File: src/spq_pkg.sv
`default_nettype none

package spq_pkg;

  localparam int CAPACITY_DEF  = 256;
  localparam int DAY_BITS_DEF  = 9;
  localparam int NODE_BITS_DEF = 14;

  typedef enum logic [0:0] {
    OP_ENQ = 1'b0,
    OP_DEQ = 1'b1
  } op_t;

  // Per-cycle command broadcast to every cell of the row
  typedef struct packed {
    logic ins;
    logic del;
  } cell_ctrl_t;

endpackage

`default_nettype wire

File: src/spq_cell.sv
`default_nettype none

module spq_cell #(
  parameter int IDX       = 0,
  parameter int NODE_BITS = spq_pkg::NODE_BITS_DEF,
  parameter int DAY_BITS  = spq_pkg::DAY_BITS_DEF,
  parameter int CNT_W     = 9
) (
  input  wire logic                  clk,
  input  wire spq_pkg::cell_ctrl_t   ctrl,
  input  wire logic [CNT_W-1:0]      count,
  input  wire logic [NODE_BITS-1:0]  new_node,
  input  wire logic [DAY_BITS-1:0]   new_day,
  input  wire logic                  new_kind,
  input  wire logic [NODE_BITS-1:0]  left_node,
  input  wire logic [DAY_BITS-1:0]   left_day,
  input  wire logic                  left_kind,
  input  wire logic                  left_atp,
  input  wire logic [NODE_BITS-1:0]  right_node,
  input  wire logic [DAY_BITS-1:0]   right_day,
  input  wire logic                  right_kind,
  output logic                       atp,
  output logic [NODE_BITS-1:0]       node_nxt,
  output logic [DAY_BITS-1:0]        day_nxt,
  output logic                       kind_nxt,
  output logic [NODE_BITS-1:0]       node_r,
  output logic [DAY_BITS-1:0]        day_r,
  output logic                       kind_r
);

  localparam logic [CNT_W-1:0] MY_IDX = CNT_W'(IDX);

  logic occupied;

  assign occupied = (count > MY_IDX);

  // atp: this slot sits at or after the insertion point
  generate
    if (IDX == 0) begin : g_head
      assign atp = !occupied || (day_r > new_day);
    end else begin : g_body
      assign atp = !occupied || (day_r >= new_day);
    end
  endgenerate

  always_comb begin
    node_nxt = node_r;
    day_nxt  = day_r;
    kind_nxt = kind_r;
    if (ctrl.del) begin
      node_nxt = right_node;
      day_nxt  = right_day;
      kind_nxt = right_kind;
    end else if (ctrl.ins && atp) begin
      if (!left_atp) begin
        node_nxt = new_node;
        day_nxt  = new_day;
        kind_nxt = new_kind;
      end else begin
        node_nxt = left_node;
        day_nxt  = left_day;
        kind_nxt = left_kind;
      end
    end
  end

  always_ff @(posedge clk) begin
    node_r <= node_nxt;
    day_r  <= day_nxt;
    kind_r <= kind_nxt;
  end

endmodule

`default_nettype wire

File: config.mk
export PLATFORM = sky130hd
export DESIGN_NAME = spq_cell
export DESIGN_NICKNAME = d
export VERILOG_FILES = /design/src/spq_pkg.sv /design/src/spq_cell.sv
export SDC_FILE = /design/constraint.sdc
export NUM_CORES = 1
export LEC_CHECK = 0
export ABC_AREA = 1
export BUFFER_PORTS_ARGS = -buffer_cell sky130_fd_sc_hd__buf_4
export CORE_ASPECT_RATIO = 1.25
export CORE_MARGIN = 8
export CORE_UTILIZATION = 41
export CTS_BUF_LIST = sky130_fd_sc_hd__clkbuf_4 sky130_fd_sc_hd__clkbuf_8
export DETAILED_ROUTE_END_ITERATION = 7
export PLACE_DENSITY_LB_ADDON = 0.2
export SYNTH_ARGS = -nofsm -noshare
export SYNTH_HDL_FRONTEND = slang
export SYNTH_SLANG_ARGS = --single-unit
File: constraint.sdc
create_clock -name clk -period 2.1 [get_ports clk]
set_input_delay 0 -clock clk [delete_from_list [all_inputs] [get_ports clk]]
set_output_delay 0 -clock clk [all_outputs]
set_load 0.05 [all_outputs]
==> results.py <==
metrics = {
    "die": {
        "die_x_um": 74.0,
        "core-area_sq_um": 4070,
        "start_util_pct": 42.5,
        "io_pins": 134,
        "die_h_um": 88.6,
        "dieArea_sq_um": 6560,
        "rows": 26,
    },
    "worst_setup_path": {
        "arrival_ns": 2.27,
        "crit_path_max_fanout": 8,
        "slowest_delay_ns": 0.37,
        "critPathLaunchType": "register",
        "cp.required_ns": 2.10,
        "end_kind": "output port",
        "critical_path_class": "reg2out",
        "cp_slowest_cell": "dfxtp_4",
        "crit_family": "simple AND/OR/NAND/NOR gates",
        "crit_chain": "ha_4 > nand2_4 > nor2_4 > nand3b_1 > nand3_2 > nand2_4 > nand2_8 > nand2_4 > nand2_2 > nand3_1 > nand2_2 > buf_8",
        "critPathBufInv": 1,
        "cpMostUsedCell": "nand2_4",
    },
    "drt": {
        "dr_total_vias": 2482,
        "drcViolationCount": 0,
        "wl_per_cell_um": 18.0,
        "drt-total-wl_um": 8660,
        "detail-route-antenna-nets": 0,
        "viasPerCell": 5.16,
        "dr.pass1.iters": 4,
        "drt_iter0_drc": 163,
    },
    "layout": {
        "drive_gt1_share_pct": 52.7,
        "final_nets": 520,
        "syn_to_final_growth_pct": 109,
        "antenna_cells": 0,
        "final_common_cell": "buf_4",
        "final_cell_mix": "buf_4, nand2_1, nand3_1, inv_1, nand2_2",
        "layout.cells.non_filler": 481,
    },
    "yosys": {
        "syn_inst": 263,
        "syn-num-nets": 357,
        "synth_cell_types": 19,
        "synth_seq_cells": 24,
        "syn-mean-instance-area_sq_um": 6.57,
        "synth.area.mux_share_pct": 9.28,
        "synth_top_family_by_area": "simple AND/OR/NAND/NOR gates",
        "synth_compound_area_share_pct": 3.33,
        "yosys_warnings": 0,
        "synthXorXnorAreaFrac_pct": 0,
        "synth-simple-area-share_pct": 40.0,
        "synth_area_sq_um": 1730,
        "yosysSeqAreaShare_pct": 27.8,
        "synth_fa_ha_area_share_pct": 6.52,
    },
    "cts": {
        "clkLatencyLatePin_ns": 0.27,
        "clock_path_buffers": 2,
        "cts_tree": "built",
        "cts-root-buf": "clkbuf_8",
        "numCtsBuffers": 3,
        "cts.sinks": 24,
        "clkTransAtPathRegs_ns": 0.10,
        "h-tree-depth": 1,
    },
    "placement": {
        "routabilityCongestion": 0.812,
        "io_buffers": 133,
        "place_ws_ns": 0.143,
        "hpwl_um": 5030,
        "dpl.cell_count": 437,
    },
    "global_route": {
        "grt_use_met3_pct": 8.39,
        "first_global_vias": 2351,
        "grtUsageMet2_pct": 40.1,
        "grt_pass1_wl_um": 11500,
        "antenna_found_initial": 0,
        "grt_usage_pct": 22.4,
        "met1_usage_pct": 23.3,
        "grt_max_degree": 33,
        "grt_overflow_total": 0,
        "top_usage_layer": "met2",
    },
    "sta": {
        "tightest_slew_ns": 0.922,
        "slew_headroom_pct": 38.4,
        "fmax_mhz": 441,
        "finalCritPeriodShare_pct": 108,
        "setup_slack_ns": -0.166,
        "period_needed_ns": 2.27,
        "setup_viol": 24,
        "rsz0062_at_grt": "yes",
        "hold_viol": 0,
        "clock_skew_ns": 0.00523,
        "slew_viol_final": 0,
    },
    "run_status": {
        "status": "complete, but fails checks",
        "violations": "negative setup slack",
    },
    "power_and_ir_drop": {
        "pwr-share-seq_pct": 21.6,
        "p_comb_share_pct": 62.4,
        "cell_internal_pwr_w": 0.00144,
        "irDropWorstVdd_uv": 524,
        "power_density_nw_per_um2": 741,
        "leakage_nw": 1.90,
        "clock_power_share_pct": 16.0,
        "switchingPower_w": 0.00123,
        "switching_share_pct": 46.0,
    },
    "worst_hold_path": {
        "min_path_type": "in2reg",
    },
    "job": {
        "drv_cap": 0,
    },
}
## final timing paths
check         startpoint          end  slack, ns  depth (start not counted)
max             day_r[8]  node_nxt[6]      -0.17                         12
min          new_node[7]    node_r[7]       0.12                          5
max reg2reg     day_r[8]    node_r[6]       0.10                         12
min reg2reg    node_r[8]    node_r[8]       0.59                          4
## per-stage QoR
stage | TNS [ns] | utilization, % | instance area, sq um | hold WS, ns | total power (W)
after floorplan | 0 | - | 1790 | 0.229 | 0.00144
after global placement | 0 | 68.5 | 2790 | 0.217 | 0.00185
after detailed placement | 0 | 68.5 | 2790 | 0.225 | 0.00186
after CTS | -0.410 | 80.2 | 3260 | 0.107 | 0.00243
after global routing | -3.92 | 88.8 | 3610 | 0.137 | 0.00279
final | -1.69 | 88.8 | 3610 | 0.116 | 0.00267
## worst min-delay path: stages
cell and delay, ns:
buf_4 0.08, mux2i_1 0.07, nand3_2 0.08, nand3_2 0.06
nand2_2 0.08
## state kept, by name, indices dropped and copies added, names as in the netlist
register / count
day_r: 9
kind_r: 1
node_r: 14
## synthesized netlist by cell type (all sizes together)
library cell | count | share of area [%]
ha | 9 | 6.5
inv | 36 | 7.8
nand3b | 1 | 0.43
clkbuf | 6 | 1.3
mux2i | 16 | 9.3
buf | 10 | 3.9
a21o | 1 | 0.43
nor4 | 1 | 0.36
a21oi | 10 | 2.9
nor3 | 1 | 0.29
nand3 | 51 | 15
nor2 | 12 | 3.0
dfxtp | 24 | 28
nand2 | 85 | 21
## layer usage
metal	vias to the layer above	part of all wire [%]
li1	1163	-
met1	1173	34
met2	124	53
met3	22	10
met4	0	2.5
met5	-	0
## what timing repair did
item                                    in CTS  in global routing
gates resized for setup                     23                 49
hold buffers                                24                  0
pin swaps                                    6                 20
setup buffers                                3                  8
hold endpoints to repair                    24                  0
endpoints found under the setup margin      24                 24
gates cloned                                 2                  3
## kinds of logic after synthesis
kind of cell / after synthesis
compound gates: 11
simple gates: 151
flops: 24
fa+ha+maj: 9
buf+inv: 52
mux: 16
## power by group through the flow
stage               clock [W]  combinational [W]  sequential [W]
finish               0.000428            0.00167        0.000578
detailed placement          0            0.00128        0.000581
floorplan                   0           0.000633        0.000808
CTS                  0.000429            0.00144        0.000570
global placement            0            0.00127        0.000577
global route         0.000458            0.00175        0.000585
## cell type report
class / instances / area (sq um)
timing repair buffer: 171 / 1520
multi-input combinational: 190 / 1320
sequential: 24 / 495
fill: 203 / 454
inverter: 36 / 135
tap: 56 / 70.1
clock buffer: 3 / 41.3
clock inverter: 1 / 30.0
No activity file was read; power rests on OpenSTA's default activity.
